File: src/design/ctc_pkg.sv
// Package for the C token classifier: token codes, keyword tables, queue word type.
`timescale 1ns / 1ps
`default_nettype none

package ctc_pkg;

   // Sizes
   localparam int NUM_KW                = 10;
   localparam int KW_POS                = 8;
   localparam int QUEUE_DEPTH           = 4;
   localparam int DEFAULT_MAX_TOKEN_LEN = 127;

   // Token class codes
   localparam logic [2:0] CLASS_KEYWORD  = 3'd0;
   localparam logic [2:0] CLASS_IDENT    = 3'd1;
   localparam logic [2:0] CLASS_CONST    = 3'd2;
   localparam logic [2:0] CLASS_OPERATOR = 3'd3;
   localparam logic [2:0] CLASS_SYMBOL   = 3'd4;

   // Pending run kind; the unused code reads as no run
   typedef enum logic [1:0] {
      MODE_NONE  = 2'd0,
      MODE_IDENT = 2'd1,
      MODE_CONST = 2'd2
   } run_mode_type;

   // Keyword lengths, in keyword number order
   localparam logic [2:0] KW_LEN [NUM_KW] = '{
      3'd3, 3'd5, 3'd4, 3'd2, 3'd4, 3'd5, 3'd3, 3'd6, 3'd4, 3'd4
   };

   // Keyword text, padded with zeros to eight positions
   localparam logic [7:0] KW_TEXT [NUM_KW][KW_POS] = '{
      '{"i", "n", "t", 8'h00, 8'h00, 8'h00, 8'h00, 8'h00},
      '{"f", "l", "o", "a", "t", 8'h00, 8'h00, 8'h00},
      '{"c", "h", "a", "r", 8'h00, 8'h00, 8'h00, 8'h00},
      '{"i", "f", 8'h00, 8'h00, 8'h00, 8'h00, 8'h00, 8'h00},
      '{"e", "l", "s", "e", 8'h00, 8'h00, 8'h00, 8'h00},
      '{"w", "h", "i", "l", "e", 8'h00, 8'h00, 8'h00},
      '{"f", "o", "r", 8'h00, 8'h00, 8'h00, 8'h00, 8'h00},
      '{"r", "e", "t", "u", "r", "n", 8'h00, 8'h00},
      '{"v", "o", "i", "d", 8'h00, 8'h00, 8'h00, 8'h00},
      '{"m", "a", "i", "n", 8'h00, 8'h00, 8'h00, 8'h00}
   };

   // One queue word: an optional finished run and an optional operator/symbol
   typedef struct packed {
      logic       run_valid;
      logic [2:0] run_class;
      logic [6:0] run_length;
      logic       run_saturated;
      logic [3:0] run_keyword;
      logic       sym_valid;
      logic [2:0] sym_class;
      logic [7:0] sym_char;
   } work_type;

   // Character classes
   function automatic logic is_letter(input logic [7:0] c);
      return (c >= "A" && c <= "Z") || (c >= "a" && c <= "z") || c == "_";
   endfunction

   function automatic logic is_digit(input logic [7:0] c);
      return c >= "0" && c <= "9";
   endfunction

   function automatic logic is_operator(input logic [7:0] c);
      return c == "+" || c == "-" || c == "*" || c == "/" ||
             c == "=" || c == "<" || c == ">" || c == "%";
   endfunction

   function automatic logic is_symbol(input logic [7:0] c);
      return c == "(" || c == ")" || c == "{" || c == "}" ||
             c == "[" || c == "]" || c == ";" || c == ",";
   endfunction

endpackage

`default_nettype wire

File: src/design/ctc_front.sv
// Front end: run tracking, keyword mask narrowing and token classification.
`timescale 1ns / 1ps
`default_nettype none

module ctc_front
   import ctc_pkg::*;
#(
   parameter int MAX_TOKEN_LEN = DEFAULT_MAX_TOKEN_LEN
) (
   input  wire logic       clock,
   input  wire logic       reset,
   input  wire logic       req_valid,
   output logic            req_ready,
   input  wire logic [7:0] req_character,
   input  wire logic       req_end_of_text,
   input  wire logic       q_full,
   output logic            push,
   output work_type        work
);

   localparam int LEN_W = $clog2(MAX_TOKEN_LEN + 1);
   localparam logic [LEN_W-1:0] MAX_LEN = LEN_W'(MAX_TOKEN_LEN);

   run_mode_type        mode_ff, mode_in;
   logic [LEN_W-1:0]    len_ff, len_in;
   logic                ovf_ff, ovf_in;
   logic [NUM_KW-1:0]   cand_ff, cand_in;

   logic                accept;
   logic                letter, digit, oper, symb;
   logic                extend, start;
   logic [LEN_W-1:0]    base_len, add_len;
   logic                base_ovf, add_ovf;
   logic [NUM_KW-1:0]   base_cand, add_cand;
   logic                kw_hit;
   logic [3:0]          kw_idx;
   logic [LEN_W+6:0]    len_ext;

   assign req_ready = !q_full;
   assign accept    = req_valid && req_ready;

   assign letter = is_letter(req_character);
   assign digit  = is_digit(req_character);
   assign oper   = is_operator(req_character);
   assign symb   = is_symbol(req_character);

   // a character extends the run, or ends it and maybe opens a new one
   assign extend = !req_end_of_text &&
                   ((mode_ff == MODE_IDENT && (letter || digit)) ||
                    (mode_ff == MODE_CONST && digit));
   assign start  = !req_end_of_text && !extend && (letter || digit);

   // character appended to the current run or to a fresh one
   assign base_len  = extend ? len_ff : '0;
   assign base_ovf  = extend ? ovf_ff : 1'b0;
   assign base_cand = extend ? cand_ff : '1;
   assign add_len   = (base_len >= MAX_LEN) ? base_len : base_len + LEN_W'(1);
   assign add_ovf   = base_ovf || (base_len >= MAX_LEN);

   always_comb begin
      for (int i = 0; i < NUM_KW; i++) begin
         add_cand[i] = base_cand[i] && (base_len < LEN_W'(KW_LEN[i])) &&
                       (KW_TEXT[i][base_len[2:0]] == req_character);
      end
   end

   // next run state
   always_comb begin
      mode_in = mode_ff;
      len_in  = len_ff;
      ovf_in  = ovf_ff;
      cand_in = cand_ff;
      if (accept) begin
         if (extend || start) begin
            if (extend) begin
               mode_in = mode_ff;
            end else if (letter) begin
               mode_in = MODE_IDENT;
            end else begin
               mode_in = MODE_CONST;
            end
            len_in  = add_len;
            ovf_in  = add_ovf;
            cand_in = add_cand;
         end else begin
            mode_in = MODE_NONE;
            len_in  = '0;
            ovf_in  = 1'b0;
            cand_in = '1;
         end
      end
   end

   always_ff @(posedge clock) begin
      if (reset) begin
         mode_ff <= MODE_NONE;
         len_ff  <= '0;
         ovf_ff  <= 1'b0;
         cand_ff <= '1;
      end else begin
         mode_ff <= mode_in;
         len_ff  <= len_in;
         ovf_ff  <= ovf_in;
         cand_ff <= cand_in;
      end
   end

   // first surviving keyword of matching length
   always_comb begin
      kw_hit = 1'b0;
      kw_idx = '0;
      for (int i = 0; i < NUM_KW; i++) begin
         if (!kw_hit && cand_ff[i] && len_ff == LEN_W'(KW_LEN[i])) begin
            kw_hit = 1'b1;
            kw_idx = 4'(i);
         end
      end
   end

   assign len_ext = {7'b0, len_ff};

   // queue word for this character
   always_comb begin
      work = '0;
      work.run_valid     = !extend && (mode_ff == MODE_IDENT || mode_ff == MODE_CONST);
      work.run_length    = len_ext[6:0];
      work.run_saturated = ovf_ff;
      if (mode_ff == MODE_IDENT) begin
         if (kw_hit && !ovf_ff) begin
            work.run_class   = CLASS_KEYWORD;
            work.run_keyword = kw_idx;
         end else begin
            work.run_class = CLASS_IDENT;
         end
      end else begin
         work.run_class = CLASS_CONST;
      end
      work.sym_valid = !req_end_of_text && (oper || symb);
      work.sym_class = oper ? CLASS_OPERATOR : CLASS_SYMBOL;
      work.sym_char  = req_character;
   end

   assign push = accept && (work.run_valid || work.sym_valid);

endmodule

`default_nettype wire

File: src/design/ctc_queue.sv
// Short register queue of classified words between front and back end.
`timescale 1ns / 1ps
`default_nettype none

module ctc_queue
   import ctc_pkg::*;
(
   input  wire logic     clock,
   input  wire logic     reset,
   input  wire logic     push,
   input  wire work_type push_word,
   input  wire logic     pop,
   output work_type      head_word,
   output logic          empty,
   output logic          full
);

   localparam int PTR_W = $clog2(QUEUE_DEPTH);
   localparam int CNT_W = $clog2(QUEUE_DEPTH + 1);

   work_type         entries_ff [QUEUE_DEPTH];
   logic [PTR_W-1:0] wr_ptr_ff, wr_ptr_in;
   logic [PTR_W-1:0] rd_ptr_ff, rd_ptr_in;
   logic [CNT_W-1:0] count_ff, count_in;

   assign empty     = (count_ff == '0);
   assign full      = (count_ff == CNT_W'(QUEUE_DEPTH));
   assign head_word = entries_ff[rd_ptr_ff];

   // pointer and fill bookkeeping
   always_comb begin
      wr_ptr_in = push ? wr_ptr_ff + PTR_W'(1) : wr_ptr_ff;
      rd_ptr_in = pop  ? rd_ptr_ff + PTR_W'(1) : rd_ptr_ff;
      count_in  = count_ff;
      if (push && !pop) begin
         count_in = count_ff + CNT_W'(1);
      end else if (pop && !push) begin
         count_in = count_ff - CNT_W'(1);
      end
   end

   always_ff @(posedge clock) begin
      if (reset) begin
         wr_ptr_ff <= '0;
         rd_ptr_ff <= '0;
         count_ff  <= '0;
      end else begin
         wr_ptr_ff <= wr_ptr_in;
         rd_ptr_ff <= rd_ptr_in;
         count_ff  <= count_in;
      end
   end

   // storage
   always_ff @(posedge clock) begin
      if (push) begin
         entries_ff[wr_ptr_ff] <= push_word;
      end
   end

endmodule

`default_nettype wire

File: src/design/ctc_back.sv
// Back end: splits queue words into result words and drives the output register.
`timescale 1ns / 1ps
`default_nettype none

module ctc_back
   import ctc_pkg::*;
(
   input  wire logic       clock,
   input  wire logic       reset,
   input  wire work_type   head_word,
   input  wire logic       empty,
   output logic            pop,
   output logic            pend_valid,
   output logic            rsp_valid,
   input  wire logic       rsp_ready,
   output logic [2:0]      rsp_token_class,
   output logic [6:0]      rsp_token_length,
   output logic            rsp_length_saturated,
   output logic [3:0]      rsp_keyword_number,
   output logic [7:0]      rsp_symbol_char,
   output logic            rsp_last
);

   logic       rsp_valid_ff, rsp_valid_in;
   logic [2:0] cls_ff, cls_in;
   logic [6:0] len_ff, len_in;
   logic       sat_ff, sat_in;
   logic [3:0] kw_ff, kw_in;
   logic [7:0] chr_ff, chr_in;
   logic       last_ff, last_in;
   logic       pend_valid_ff, pend_valid_in;
   logic [2:0] pend_cls_ff, pend_cls_in;
   logic [7:0] pend_chr_ff, pend_chr_in;
   logic       out_free;

   assign out_free = !rsp_valid_ff || rsp_ready;
   assign pop      = out_free && !pend_valid_ff && !empty;

   // load the output register from the held symbol or the queue head
   always_comb begin
      rsp_valid_in  = rsp_valid_ff;
      cls_in        = cls_ff;
      len_in        = len_ff;
      sat_in        = sat_ff;
      kw_in         = kw_ff;
      chr_in        = chr_ff;
      last_in       = last_ff;
      pend_valid_in = pend_valid_ff;
      pend_cls_in   = pend_cls_ff;
      pend_chr_in   = pend_chr_ff;
      if (out_free) begin
         rsp_valid_in = 1'b0;
         if (pend_valid_ff) begin
            rsp_valid_in  = 1'b1;
            cls_in        = pend_cls_ff;
            len_in        = 7'd1;
            sat_in        = 1'b0;
            kw_in         = '0;
            chr_in        = pend_chr_ff;
            last_in       = 1'b1;
            pend_valid_in = 1'b0;
         end else if (!empty) begin
            rsp_valid_in = 1'b1;
            if (head_word.run_valid) begin
               cls_in        = head_word.run_class;
               len_in        = head_word.run_length;
               sat_in        = head_word.run_saturated;
               kw_in         = head_word.run_keyword;
               chr_in        = '0;
               last_in       = !head_word.sym_valid;
               pend_valid_in = head_word.sym_valid;
               pend_cls_in   = head_word.sym_class;
               pend_chr_in   = head_word.sym_char;
            end else begin
               cls_in  = head_word.sym_class;
               len_in  = 7'd1;
               sat_in  = 1'b0;
               kw_in   = '0;
               chr_in  = head_word.sym_char;
               last_in = 1'b1;
            end
         end
      end
   end

   always_ff @(posedge clock) begin
      if (reset) begin
         rsp_valid_ff  <= 1'b0;
         pend_valid_ff <= 1'b0;
      end else begin
         rsp_valid_ff  <= rsp_valid_in;
         pend_valid_ff <= pend_valid_in;
      end
   end

   always_ff @(posedge clock) begin
      cls_ff      <= cls_in;
      len_ff      <= len_in;
      sat_ff      <= sat_in;
      kw_ff       <= kw_in;
      chr_ff      <= chr_in;
      last_ff     <= last_in;
      pend_cls_ff <= pend_cls_in;
      pend_chr_ff <= pend_chr_in;
   end

   assign rsp_valid            = rsp_valid_ff;
   assign rsp_token_class      = cls_ff;
   assign rsp_token_length     = len_ff;
   assign rsp_length_saturated = sat_ff;
   assign rsp_keyword_number   = kw_ff;
   assign rsp_symbol_char      = chr_ff;
   assign rsp_last             = last_ff;
   assign pend_valid           = pend_valid_ff;

endmodule

`default_nettype wire

File: src/design/c_token_classifier_unit.sv
// Top level of the C token classifier: front end, word queue and back end.
// Usage:
//   The req channel takes one character word per cycle while req_ready is high (req_character, or
//   req_end_of_text to flush the pending run). The rsp channel returns token
//   words: class, length, saturation flag, keyword number, symbol character
//   and rsp_last on the final token caused by one character.
//   Throughput: one character per cycle while the queue is not full. A
//   character that both ends a run and is an operator or symbol yields two
//   tokens, which leave one after the other through the single output register.
//   A token is written into the queue when the character that completes it
//   is accepted, and is then loaded from the queue head into the output
//   register, which drives rsp, once that register is free.
//   A four-word queue decouples the sides; req_ready drops only while it is
//   full, so a stalled receiver backs up into the queue before the sender.
//   Reset clears the pending run, the keyword mask, the queue and rsp_valid.
`timescale 1ns / 1ps
`default_nettype none

module c_token_classifier_unit
   import ctc_pkg::*;
#(
   parameter int MAX_TOKEN_LEN = DEFAULT_MAX_TOKEN_LEN
) (
   input  wire logic       clock,
   input  wire logic       reset,
   input  wire logic       req_valid,
   output logic            req_ready,
   input  wire logic [7:0] req_character,
   input  wire logic       req_end_of_text,
   output logic            rsp_valid,
   input  wire logic       rsp_ready,
   output logic [2:0]      rsp_token_class,
   output logic [6:0]      rsp_token_length,
   output logic            rsp_length_saturated,
   output logic [3:0]      rsp_keyword_number,
   output logic [7:0]      rsp_symbol_char,
   output logic            rsp_last
);

   work_type push_word;
   work_type head_word;
   logic     push, pop, empty, full, pend_valid;

   ctc_front #(
      .MAX_TOKEN_LEN (MAX_TOKEN_LEN)
   ) u_front (
      .clock           (clock),
      .reset           (reset),
      .req_valid       (req_valid),
      .req_ready       (req_ready),
      .req_character   (req_character),
      .req_end_of_text (req_end_of_text),
      .q_full          (full),
      .push            (push),
      .work            (push_word)
   );

   ctc_queue u_queue (
      .clock     (clock),
      .reset     (reset),
      .push      (push),
      .push_word (push_word),
      .pop       (pop),
      .head_word (head_word),
      .empty     (empty),
      .full      (full)
   );

   ctc_back u_back (
      .clock                (clock),
      .reset                (reset),
      .head_word            (head_word),
      .empty                (empty),
      .pop                  (pop),
      .pend_valid           (pend_valid),
      .rsp_valid            (rsp_valid),
      .rsp_ready            (rsp_ready),
      .rsp_token_class      (rsp_token_class),
      .rsp_token_length     (rsp_token_length),
      .rsp_length_saturated (rsp_length_saturated),
      .rsp_keyword_number   (rsp_keyword_number),
      .rsp_symbol_char      (rsp_symbol_char),
      .rsp_last             (rsp_last)
   );

   // a held symbol always sits behind a run token in the output register
   a_pend_behind_run: assert property (@(posedge clock) disable iff (reset)
      pend_valid |-> (rsp_valid && !rsp_last))
      else $error("held symbol without a run token in front");

   // operators and symbols are always the final token of their character
   a_symbol_last: assert property (@(posedge clock) disable iff (reset)
      (rsp_valid && (rsp_token_class == CLASS_OPERATOR ||
                     rsp_token_class == CLASS_SYMBOL)) |-> rsp_last)
      else $error("operator or symbol token not marked last");

   // keywords are never saturated runs
   a_keyword_short: assert property (@(posedge clock) disable iff (reset)
      (rsp_valid && rsp_token_class == CLASS_KEYWORD) |-> !rsp_length_saturated)
      else $error("saturated run reported as keyword");

   // the queue is never written while full
   a_no_overrun: assert property (@(posedge clock) disable iff (reset)
      full |-> !push)
      else $error("queue written while full");

endmodule

`default_nettype wire

File: config.mk
export PLATFORM = sky130hd
export DESIGN_NAME = c_token_classifier_unit
export DESIGN_NICKNAME = d
export VERILOG_FILES = /design/src/design/ctc_pkg.sv /design/src/design/ctc_front.sv /design/src/design/ctc_queue.sv /design/src/design/ctc_back.sv /design/src/design/c_token_classifier_unit.sv
export SDC_FILE = /design/constraint.sdc
export NUM_CORES = 1
export LEC_CHECK = 0
export BUFFER_PORTS_ARGS = -buffer_cell sky130_fd_sc_hd__buf_4
export CAP_MARGIN = 20
export CORE_MARGIN = 2
export CORE_UTILIZATION = 61
export CTS_CLUSTER_DIAMETER = 30
export DETAILED_ROUTE_END_ITERATION = 10
export PLACE_DENSITY = 0.8
export SYNTH_ARGS = -nofsm -noshare
export SYNTH_HDL_FRONTEND = slang
export SYNTH_SLANG_ARGS = --single-unit
File: constraint.sdc
create_clock -name clock -period 4.6 [get_ports clock]
set_clock_uncertainty 0.1 [all_clocks]
set_input_delay 0.92 -clock clock [delete_from_list [all_inputs] [get_ports clock]]
set_output_delay 0.92 -clock clock [all_outputs]
set_load 0.01 [all_outputs]
==> summary.md, run 1 <==
| Metric | Value |
|---|---|
| Final design instance area without fill | 9190 sq um |
| Total nets after synthesis | 672 |
| Final number of hold-violating endpoints | 0 |
| Clock transition at the registers of the reported paths | 0.06 ns |
| Count of synthesis-stage warnings from yosys | 0 |
| Routed length on met3 | 1.700 mm |
| Peak VDD IR | 0.2315 mV |
| Logic depth of the worst setup path including buffers | 13 |
| Uppermost layer routed | met4 |
| Sequential fraction of the synthesis area | 58.41% |
| Achievable Freq | 249.4 MHz |
| Commonest register cell after synthesis | sky130_fd_sc_hd__edfxtp_1 |
| Final Routed Wirelength | 19.89 mm |
| Setup TNS | 0 ns |
| Estimated wirelength of the detail-placed design | 12.89 mm |
| Buffer type at the clock tree root | sky130_fd_sc_hd__clkbuf_16 |
| DRT Pass-1 Iters | 5 |
| Highest-count cells in the layout ignoring fill and taps | sky130_fd_sc_hd__edfxtp_1 (138), sky130_fd_sc_hd__nand2_1 (54), sky130_fd_sc_hd__buf_4 (52) |
| Initial core utilization | 62.09% |
| Highest fanout seen on the critical path | 33 |
| Clock tree from TritonCTS | yes |
| Count of hold buffers inserted by post-cts repair | 0 |
| Worst path cell trace | buf_4, or4_1, a21o_1, a21oi_4, nor2_2, nor2_1, o21a_2, ha_1, inv_1, fa_1, xor2_1, or3_1, a21oi_1 |
| Total global routing track utilization | 29.02% |
| Chip Height | 119.6 um |
| NumNets Final | 705 |
| Biggest cell delay along the critical path | 0.55 ns |
| Relative slew slack | 36.29% |
| Met2 layer wire length in the routed design | 9.725 mm |
| Placed cell areas | 8594 sq um |
| Number of buffer and inverter instances along the worst setup path | 2 |
| Post-CTS Resized | 0 |
| Synth cell types | 84 |
| Max-cap violation count | 0 |
| Setup repair after global routing missed its margin | false |
| CP max-delay cell | sky130_fd_sc_hd__or4_1 |
| Cell taking the most area after synthesis | sky130_fd_sc_hd__edfxtp_1 |
| Power per standard cell area | 483.4 nW/um^2 |
| Number of buffers added for setup after CTS | 0 |
| Congestion Overflow GR | 0 |
| Sort of element at the end of the critical path | flip-flop |
| Share of flip-flops with an asynchronous set or reset | 0% |
| Share of Yosys cell area claimed by the top area cell type | 50.81% |
| Core region area | 13140 sq um |
| Number of vias per cell | 6.632 |
| Vias | 5730 |
| H-tree levels | 4 |
| HP Class | flip-flop to flip-flop |
| Path depth of the worst reg2reg path | 12 |
| Capturing point of the worst reg2reg path | u_queue.count_ff[2] |
| Type of element launching the critical path | input pin |
| Full die area | 14310 sq um |
| Initial DRC Count | 795 |
| Leakage power total | 0.003181 uW |
| Post-route clock period utilization | 87.17% |
| Critical path class | input pin to flip-flop |
| Ports placed on the boundary | 39 |
| Crit path DAT | 4.26 ns |
| Setup slack, reg-to-reg | 1.12 ns |
| Number of cell rows | 42 |
| Crit path required time | 4.86 ns |
| Most area-consuming cells after synthesis | sky130_fd_sc_hd__edfxtp_1 (51%), sky130_fd_sc_hd__dfxtp_1 (7.6%), sky130_fd_sc_hd__mux4_2 (6.9%) |
| Number of global-route vias before repair | 5670 |
| Total inserted antenna cells | 0 |
| Synthesized area | 8157 sq um |
| Area delta synth->final | 12.67% |
| Total routed wire length on the met1 layer | 7.556 mm |
| Dominant delay contributor by cell family on the critical path | simple AND/OR/NAND/NOR gates |
| Worst skew pair latency | 0.42 ns |
| Avg Cell Area, Syn | 12.70 sq um |
| Number of buffers created by CTS | 17 |
| Flip-flop and latch count after synthesis | 169 |
| Final Core Density | 69.95% |
| Port Buffers | 38 |
| Number of nets still failing antenna checks after routing | 0 |
| Post-synthesis instance total | 642 |
| Weighted congestion at the end of routability-driven global placement | 0.9172 |
| Transition at the pin with the smallest max-transition slack | 0.9521 ns |
| Share of layout cells above drive strength 1 | 19.62% |
| Number of antenna violations at the first check in global routing | 0 |
| # clock sinks | 169 |
| Drc violations | 0 |
| Post-DR wirelength/cell | 23.03 um |
| Commonest non-fill, non-tap cell in the layout | sky130_fd_sc_hd__edfxtp_1 |
| Post-layout minimum cycle time | 4.010 ns |
| Result of the run | completed |
| Horiz. Die Dim | 119.6 um |
| Number of enable-type register cells in the synthesized netlist | 138 |
| Number of setup violations in the final report | 0 |
| Number of buffers on the longest clock path | 2 |
| Global-route wire length before repair | 31.34 mm |
| End point of the critical path | u_queue.count_ff[2] |
| R2r startpoint | u_front.mode_ff[1] |
| Pin count of the biggest net entering global routing | 34 |
| Critical path launch point | req_character[4] |
| Fin. max-slew vios | 0 |
[how the worst min path moves through the flow]
stage	start	end	depth (start not counted)
finish	u_front.mode_ff[1]	u_front.mode_ff[1]	2
global route	u_front.mode_ff[1]	u_front.mode_ff[1]	2
CTS	u_front.mode_ff[1]	u_front.mode_ff[1]	2
detailed placement	u_front.mode_ff[1]	u_front.mode_ff[1]	2
global placement	u_front.mode_ff[1]	u_front.mode_ff[1]	2
floorplan	u_front.mode_ff[1]	u_front.mode_ff[1]	2
[through the flow]
| step | setup slack (ns) | std cells | power, uW | hold slack (ns) |
|---|---|---|---|---|
| after global placement | 0.4018 | 831 | 2981 | 0.3632 |
| after floorplan | 0.8031 | 642 | 2657 | 0.3486 |
| final | 0.5903 | 864 | 4443 | 0.4023 |
| after global routing | 0.3923 | 864 | 4610 | 0.4466 |
| after detailed placement | 0.3072 | 831 | 3028 | 0.3916 |
| after CTS | 0.6682 | 863 | 4432 | 0.4067 |
[layout make-up]
cell class	instances	area, sq um
well taps	176	220.2
clock buffers	22	464.2
fillers	867	3948
clock inverters	10	116.4
inverters	24	90.09
multi-input cells	410	3128
repair buffers	53	405.4
flip-flops and latches	169	4766
[Yosys cell counts (7+ instances only)]
master                       n
sky130_fd_sc_hd__xnor2_1    10
sky130_fd_sc_hd__nand3_1    15
sky130_fd_sc_hd__nor2b_1    15
sky130_fd_sc_hd__buf_2      11
sky130_fd_sc_hd__dfxtp_1    31
sky130_fd_sc_hd__and2_1      9
sky130_fd_sc_hd__inv_1      23
sky130_fd_sc_hd__a31oi_1     8
sky130_fd_sc_hd__or4_1       7
sky130_fd_sc_hd__edfxtp_1  138
sky130_fd_sc_hd__mux4_2     25
sky130_fd_sc_hd__xor2_1     12
sky130_fd_sc_hd__nor2_1     39
sky130_fd_sc_hd__o211ai_1    8
sky130_fd_sc_hd__a21oi_1    29
sky130_fd_sc_hd__o21ai_0    28
sky130_fd_sc_hd__nand2_1    54
sky130_fd_sc_hd__nor3_1     12
sky130_fd_sc_hd__clkbuf_1   21
sky130_fd_sc_hd__ha_1       16
[report_power, final]
| part | switching, uW | internal, uW | leakage [uW] |
|---|---|---|---|
| registers | 137 | 1920 | 0.00159 |
| clock network | 569 | 828 | 0.000271 |
| logic | 547 | 438 | 0.00132 |
[registers in the layout, summed over array words and instances (netlist names), 3 cells and up, named ones only]
| name | count |
|---|---|
| u_back.rsp_symbol_char | 8 |
| u_back.rsp_token_length | 7 |
| u_queue.count_ff | 3 |
| u_front.cand_ff | 10 |
| u_queue.entries_ff | 104 |
| u_back.rsp_keyword_number | 4 |
| u_front.len_ff | 7 |
| u_back.rsp_token_class | 3 |
| u_back.pend_chr_ff | 8 |
[worst reg2reg max path: stages, from the launching register on]
cell	delay (ns)
sky130_fd_sc_hd__dfxtp_1	0.36
sky130_fd_sc_hd__inv_1	0.05
sky130_fd_sc_hd__ha_1	0.23
sky130_fd_sc_hd__a41oi_2	0.41
sky130_fd_sc_hd__nor2_2	0.17
sky130_fd_sc_hd__nor2_1	0.36
sky130_fd_sc_hd__o21a_2	0.28
sky130_fd_sc_hd__ha_1	0.23
sky130_fd_sc_hd__inv_1	0.08
sky130_fd_sc_hd__fa_1	0.45
sky130_fd_sc_hd__xor2_1	0.19
sky130_fd_sc_hd__or3_1	0.34
sky130_fd_sc_hd__a21oi_1	0.15
[per-layer routing]
metal	track usage [%]	vias to the layer above
met3	4.800	69
met1	38.71	2767
met4	16.18	0
li1	-	2519
met2	45.71	375
met5	0	-
[cells by family (layout without fill, tap and decap cells)]
family                     Yosys count  count (layout)  share of synthesized area (%)
xor gates and xnor gates            22              22                          2.362
AOI/OAI and AO/OA                  141             141                          12.18
muxes                               34              34                          8.053
buffers and inverters               63             109                          3.267
DFF                                169             169                          58.41
adders and majority gates           17              17                          2.700
and+or+nand+nor                    196             196                          13.02
No activity file was read; power rests on OpenSTA's default activity.
==> run 2, diff against run 1 <==
Settings changed: RECOVER_POWER set to 25.
==> run 2 against run 1 <==
Net effect:
- count of clock-buffer cells in the layout is the same
- sequential power is essentially flat
- register-to-register slack gained 0.02 ns
- worst setup slack lost 0.14 ns
- via count grew 0.52%
- largest cell class unchanged
- highest routed layer unchanged
- clock power is essentially flat
- first-iteration DRC count grew 1.3%
- critical path depth is the same
- total power shrank 0.84%
- final area shrank 0.57%
- worst hold slack is essentially flat
==> summary.md, run 2 (same netlist as run 1, synthesis figures left out) <==
| Metric | Value |
|---|---|
| Chip Height | 119.6 um (unchanged) |
| Crit path required time | 4.87 ns (about the same) |
| Number of cell rows | 42 (unchanged) |
| Achievable Freq | 241.2 MHz (-3.3%) |
| Commonest non-fill, non-tap cell in the layout | sky130_fd_sc_hd__edfxtp_1 |
| Number of buffers created by CTS | 17 (unchanged) |
| Post-route clock period utilization | 90.12% (+3.0 points) |
| Total global routing track utilization | 29.02% (unchanged) |
| Highest fanout seen on the critical path | 11 (-67%) |
| Buffer type at the clock tree root | sky130_fd_sc_hd__clkbuf_16 |
| Final worst-path setup slack | 0.4544 ns (-0.1359 ns) |
| Number of buffers on the longest clock path | 2 (unchanged) |
| Placement Setup Slack | 0.3072 ns (unchanged) |
| Leakage power total | 0.003129 uW (-1.6%) |
| Highest-count cells in the layout ignoring fill and taps | sky130_fd_sc_hd__edfxtp_1 (138), sky130_fd_sc_hd__nand2_1 (54), sky130_fd_sc_hd__nor2_1 (38), sky130_fd_sc_hd__buf_4 (38), sky130_fd_sc_hd__dfxtp_1 (30) |
| Power per standard cell area | 482.1 nW/um^2 (-0.27%) |
| Initial DRC Count | 805 (+1.3%) |
| Drc violations | 0 (unchanged) |
| Number of nets still failing antenna checks after routing | 0 (unchanged) |
| Clock tree from TritonCTS | yes |
| Type of element launching the critical path | input pin |
| Setup repair after global routing missed its margin | false |
| Post-CTS Resized | 0 (unchanged) |
| NumNets Final | 705 (unchanged) |
| Setup TNS | 0 ns (unchanged) |
| Initial core utilization | 62.09% (unchanged) |
| Weighted congestion at the end of routability-driven global placement | 0.9172 (unchanged) |
| Post-layout minimum cycle time | 4.146 ns (+0.1359 ns) |
| CP max-delay cell | sky130_fd_sc_hd__or4_1 |
| Core region area | 13140 sq um (unchanged) |
| H-tree levels | 4 (unchanged) |
| Overall power consumption | 4405 uW (-0.84%) |
| Number of buffers added for setup after CTS | 0 (unchanged) |
| Pin count of the biggest net entering global routing | 34 (unchanged) |
| Crit path DAT | 4.41 ns (+0.15 ns) |
| Ports placed on the boundary | 39 (unchanged) |
| Number of filler instances in the final layout | 881 (+1.6%) |
| Estimated wirelength of the detail-placed design | 12.89 mm (unchanged) |
| Number of global-route vias before repair | 5670 (unchanged) |
| Sort of element at the end of the critical path | flip-flop |
| Multi-input combinational cell area | 3128 sq um (unchanged) |
| Clock transition at the registers of the reported paths | 0.06 ns (about the same) |
| Fin. max-slew vios | 0 (unchanged) |
| Critical path class | input pin to flip-flop |
| Worst path cell trace | clkbuf_1, nor3b_4, a41oi_2, nor2_2, nand2_1, inv_1, ha_1, inv_1, ha_1, xor2_1, or4_1, a221oi_1, o22a_1 |
| Horiz. Die Dim | 119.6 um (unchanged) |
| Number of vias per cell | 6.667 (+0.52%) |
| Area delta synth->final | 12.03% |
| Congestion Overflow GR | 0 (unchanged) |
| Count of hold buffers inserted by post-cts repair | 0 (unchanged) |
| Vias | 5760 (+0.52%) |
| Peak VDD IR | 0.2305 mV (-0.45%) |
| Port Buffers | 38 (unchanged) |
| Share of layout cells above drive strength 1 | 17.59% (-2.0 points) |
| Final Routed Wirelength | 19.85 mm (-0.23%) |
| Biggest cell delay along the critical path | 0.44 ns (-0.11 ns) |
| Full die area | 14310 sq um (unchanged) |
| HP Class | flip-flop to flip-flop |
| Worst skew pair latency | 0.42 ns (about the same) |
| Post-DR wirelength/cell | 22.97 um (-0.23%) |
| Number of antenna violations at the first check in global routing | 0 (unchanged) |
| Transition at the pin with the smallest max-transition slack | 0.9556 ns (+0.003570 ns) |
| Final number of hold-violating endpoints | 0 (unchanged) |
| Number of setup violations in the final report | 0 (unchanged) |
| DRT Pass-1 Iters | 5 (unchanged) |
| Relative slew slack | 36.06% (-0.24 points) |
| Result of the run | completed |
| Global-route wire length before repair | 31.34 mm (unchanged) |
| Max-cap violation count | 0 (unchanged) |
| Register containing the most flip-flops in the final layout | u_queue.entries_ff |
| # clock sinks | 169 (unchanged) |
| Total inserted antenna cells | 0 (unchanged) |
| Largest registers ranked by flip-flop count | u_queue.entries_ff x104, u_front.cand_ff x10 |
| Area taken by flip-flops and latches | 4766 sq um (unchanged) |
| Flip-flop count of the largest register after layout | 104 (unchanged) |
## run 2: changes by cell type in the layout (fill, tap and decap cells not counted), sizes merged
| cell | change |
|---|---|
| buf | -14 |
| clkbuf | +14 |
## run 2: power breakdown
part / total (uW) / internal [uW] / leakage (uW) / switching, uW
registers: 2060 / 1920 / 0.00159 / 136
clock network: 1400 / 828 / 0.000271 / 569
logic: 949 / 402 / 0.00127 / 547
total: 4410 / 3150 / 0.00313 / 1250
## run 2: final cells by class
cell class | count | share of cell area [%]
flip-flops and latches | 169 | 52.16
repair buffers | 53 | 3.861
well taps | 176 | 2.410
clock buffers | 22 | 5.080
clock inverters | 10 | 1.273
inverters | 24 | 0.9859
multi-input cells | 410 | 34.23
## run 2: final timing paths
| path | to | start | slack (ns) | cells past startpoint |
|---|---|---|---|---|
| setup / recovery | u_front.cand_ff[9] | req_character[5] | 0.45 | 13 |
| hold / removal | u_front.mode_ff[1] | u_front.mode_ff[1] | 0.40 | 2 |
| setup reg to reg | u_queue.count_ff[2] | u_front.mode_ff[1] | 1.14 | 12 |
| hold reg to reg | u_front.mode_ff[1] | u_front.mode_ff[1] | 0.40 | 2 |
## run 2: worst max-delay path, delay by kind of cell
kind / cells / cell delay [ns]
simple gates: 4 / 1.42
compound gates: 3 / 0.77
buf+inv: 3 / 0.65
fa+ha+maj: 2 / 0.49
xor+xnor: 1 / 0.16
## run 2: per-layer routing
metal  track usage, %  vias to the layer above  wire length, um
li1                 -                     2522                -
met1            38.71                     2801             7646
met2            45.71                      368             9638
met3            4.800                       69             1656
met4            16.18                        0              907
met5                0                        -                0
## run 2: per-stage QoR
step | std cells | hold slack [ns] | util, % | cell area (sq um)
after floorplan | 642 | 0.3486 | - | 8157
after global placement | 831 | 0.3632 | 65.42 | 8594
after detailed placement | 831 | 0.3916 | 65.42 | 8594
after CTS | 863 | 0.4067 | 69.84 | 9175
after global routing | 864 | 0.4466 | 69.55 | 9138
final | 864 | 0.4028 | 69.55 | 9138
==> run 3, diff against run 2 <==
Settings changed: CORE_UTILIZATION 61 to 30, PLACE_DENSITY 0.8 to 0.46.
==> run 3 against run 2 <==
Net effect:
- total power down 0.91%
- critical endpoint is now u_queue.count_ff[2]
- routed wire length up 3.2%
- sequential share of layout area down 1.5 points
==> summary.md, run 3 (same netlist as run 1, synthesis figures left out) <==
| Metric | Value |
|---|---|
| Clock tree from TritonCTS | yes |
| Post-route clock period utilization | 88.10% (-2.0 points) |
| Worst skew pair latency | 0.43 ns (about the same) |
| Power Internal | 3070 uW (-2.6%) |
| Horiz. Die Dim | 168.9 um (+41%) |
| Biggest cell delay along the critical path | 0.55 ns (+0.11 ns) |
| Pin count of the biggest net entering global routing | 32 (-5.9%) |
| CP max-delay cell | sky130_fd_sc_hd__a21oi_1 |
| Ports placed on the boundary | 39 (unchanged) |
| Highest fanout seen on the critical path | 27 (+16) |
| Total inserted antenna cells | 0 (unchanged) |
| Relative slew slack | 37.05% (+0.99 points) |
| Total global routing track utilization | 14.76% (-14 points) |
| Proportion of power drawn by flip-flops and latches | 46.7% (about the same) |
| Max-cap violation count | 0 (unchanged) |
| Net switching fraction of the power | 29.67% (+1.3 points) |
| Number of buffers added for setup after CTS | 0 (unchanged) |
| Largest registers ranked by flip-flop count | u_queue.entries_ff x104, u_front.cand_ff x10 |
| Full die area | 28520 sq um (+99%) |
| Clock transition at the registers of the reported paths | 0.07 ns (about the same) |
| Number of buffers on the longest clock path | 2 (unchanged) |
| Commonest non-fill, non-tap cell in the layout | sky130_fd_sc_hd__edfxtp_1 |
| Setup TNS | 0 ns (unchanged) |
| Number of cell rows | 60 (+43%) |
| Power per standard cell area | 464.0 nW/um^2 (-3.8%) |
| Non-filler cells in the finished layout | 1035 (+20%) |
| Number of antenna violations at the first check in global routing | 0 (unchanged) |
| NumNets Final | 711 (+0.85%) |
| Number of global-route vias before repair | 5559 (-2.0%) |
| Highest-count cells in the layout ignoring fill and taps | sky130_fd_sc_hd__edfxtp_1 (138), sky130_fd_sc_hd__nand2_1 (54), sky130_fd_sc_hd__buf_4 (54) |
| Number of buffers created by CTS | 17 (unchanged) |
| Register containing the most flip-flops in the final layout | u_queue.entries_ff |
| Drc violations | 0 (unchanged) |
| Post-CTS Resized | 0 (unchanged) |
| Fin. max-slew vios | 0 (unchanged) |
| Weighted congestion at the end of routability-driven global placement | 0.9087 (-0.93%) |
| Portion of total power attributed to combinational logic | 21.7% (+0.2 points) |
| Core region area | 26800 sq um (+100%) |
| Sort of element at the end of the critical path | flip-flop |
| Flip-flop count of the largest register after layout | 104 (unchanged) |
| DRT Pass-1 Iters | 5 (unchanged) |
| Placed Cells | 1003 (+21%) |
| Setup repair after global routing missed its margin | false |
| Count of hold buffers inserted by post-cts repair | 0 (unchanged) |
| Clock Power Share | 31.6% (about the same) |
| Peak VDD IR | 0.2519 mV (+9.3%) |
| Achievable Freq | 246.8 MHz (+2.3%) |
| Final number of hold-violating endpoints | 0 (unchanged) |
| Number of vias per cell | 5.282 (-21%) |
| Initial core utilization | 30.43% (-32 points) |
| Crit path required time | 4.86 ns (about the same) |
| Share of layout cells above drive strength 1 | 20.03% (+2.4 points) |
| Estimated wirelength of the detail-placed design | 14.16 mm (+9.9%) |
| Number of filler instances in the final layout | 2600 (+200%) |
| Congestion Overflow GR | 0 (unchanged) |
| Transition at the pin with the smallest max-transition slack | 0.9430 ns (-0.01261 ns) |
| Sw Pwr | 1295 uW (+3.5%) |
| Critical path class | input pin to flip-flop |
| Post-layout minimum cycle time | 4.053 ns (-0.09297 ns) |
| Worst path cell trace | buf_4, inv_1, nor4b_1, o21ai_0, a21oi_1, o21a_2, ha_1, inv_1, fa_1, xor2_1, or3_1, a21oi_1 |
| Global-route wire length before repair | 31.92 mm (+1.9%) |
| # clock sinks | 169 (unchanged) |
| Number of setup violations in the final report | 0 (unchanged) |
| HP Class | flip-flop to flip-flop |
| Result of the run | completed |
| Hold WS | 0.3846 ns (-0.01819 ns) |
| Leakage power total | 0.003202 uW (+2.3%) |
| Vias | 5467 (-5.1%) |
| Port Buffers | 38 (unchanged) |
| Buffer type at the clock tree root | sky130_fd_sc_hd__clkbuf_16 |
| Type of element launching the critical path | input pin |
| Crit path DAT | 4.32 ns (-0.09 ns) |
| Final Routed Wirelength | 20.48 mm (+3.2%) |
| Area delta synth->final | 15.34% |
| Number of nets still failing antenna checks after routing | 0 (unchanged) |
| H-tree levels | 4 (unchanged) |
| Chip Height | 168.9 um (+41%) |
| Post-DR wirelength/cell | 19.78 um (-14%) |
| Initial DRC Count | 510 (-37%) |
## run 3: final cells by class
type                    count  area (sq um)  area share (%)
clock buffers              17         425.4           4.522
clock inverters            15         148.9           1.583
inverters                  24         90.09          0.9576
multi-input cells         410          3128           33.25
flip-flops and latches    169          4765           50.65
well taps                 341         426.7           4.535
repair buffers             59         424.2           4.509
## run 3: final timing paths
path / start / endpoint / slack, ns / cells after the start
worst max-delay path: req_character[1] / u_queue.count_ff[2] / 0.55 / 12
worst min-delay path: u_front.mode_ff[1] / u_front.mode_ff[1] / 0.38 / 2
worst max register to register: u_front.len_ff[2] / u_front.cand_ff[0] / 1.13 / 10
worst min register to register: u_front.mode_ff[1] / u_front.mode_ff[1] / 0.38 / 2
## run 3: stage by stage
step	utilization [%]	instance area [sq um]	power [uW]	worst slack, ns
6_report	35.10	9408	4365	0.5474
5_1_grt	35.10	9408	4591	0.2225
4_1_cts	35.18	9428	4447	0.5624
3_5_place_dp	33.03	8853	3053	0.1004
3_3_place_gp	33.03	8853	3044	0.2394
2_1_floorplan	-	8157	2657	0.8031
## run 3: metal layers
layer  up-vias  wire, um  GRT usage (%)
li1       2530         -              -
met1      2745      8803          18.17
met2       160     10170          25.29
met3        32       957          2.642
met4         0       542          6.709
met5         -         0              0
## run 3: power groups by stage
stage	clock network, uW	logic, uW	registers, uW
finish	1380	946	2040
global route	1470	1050	2070
CTS	1430	975	2050
detailed placement	0	972	2080
global placement	0	967	2080
floorplan	0	577	2080
## run 3: worst max-delay path: cells and delay by family
kind                     cells  cell delay [ns]
AO/OA/AOI/OAI                4             1.35
XOR/XNOR                     1             0.17
adder cells (fa/ha/maj)      2             0.64
buffers and inverters        3             0.58
AND/OR/NAND/NOR              2             0.64
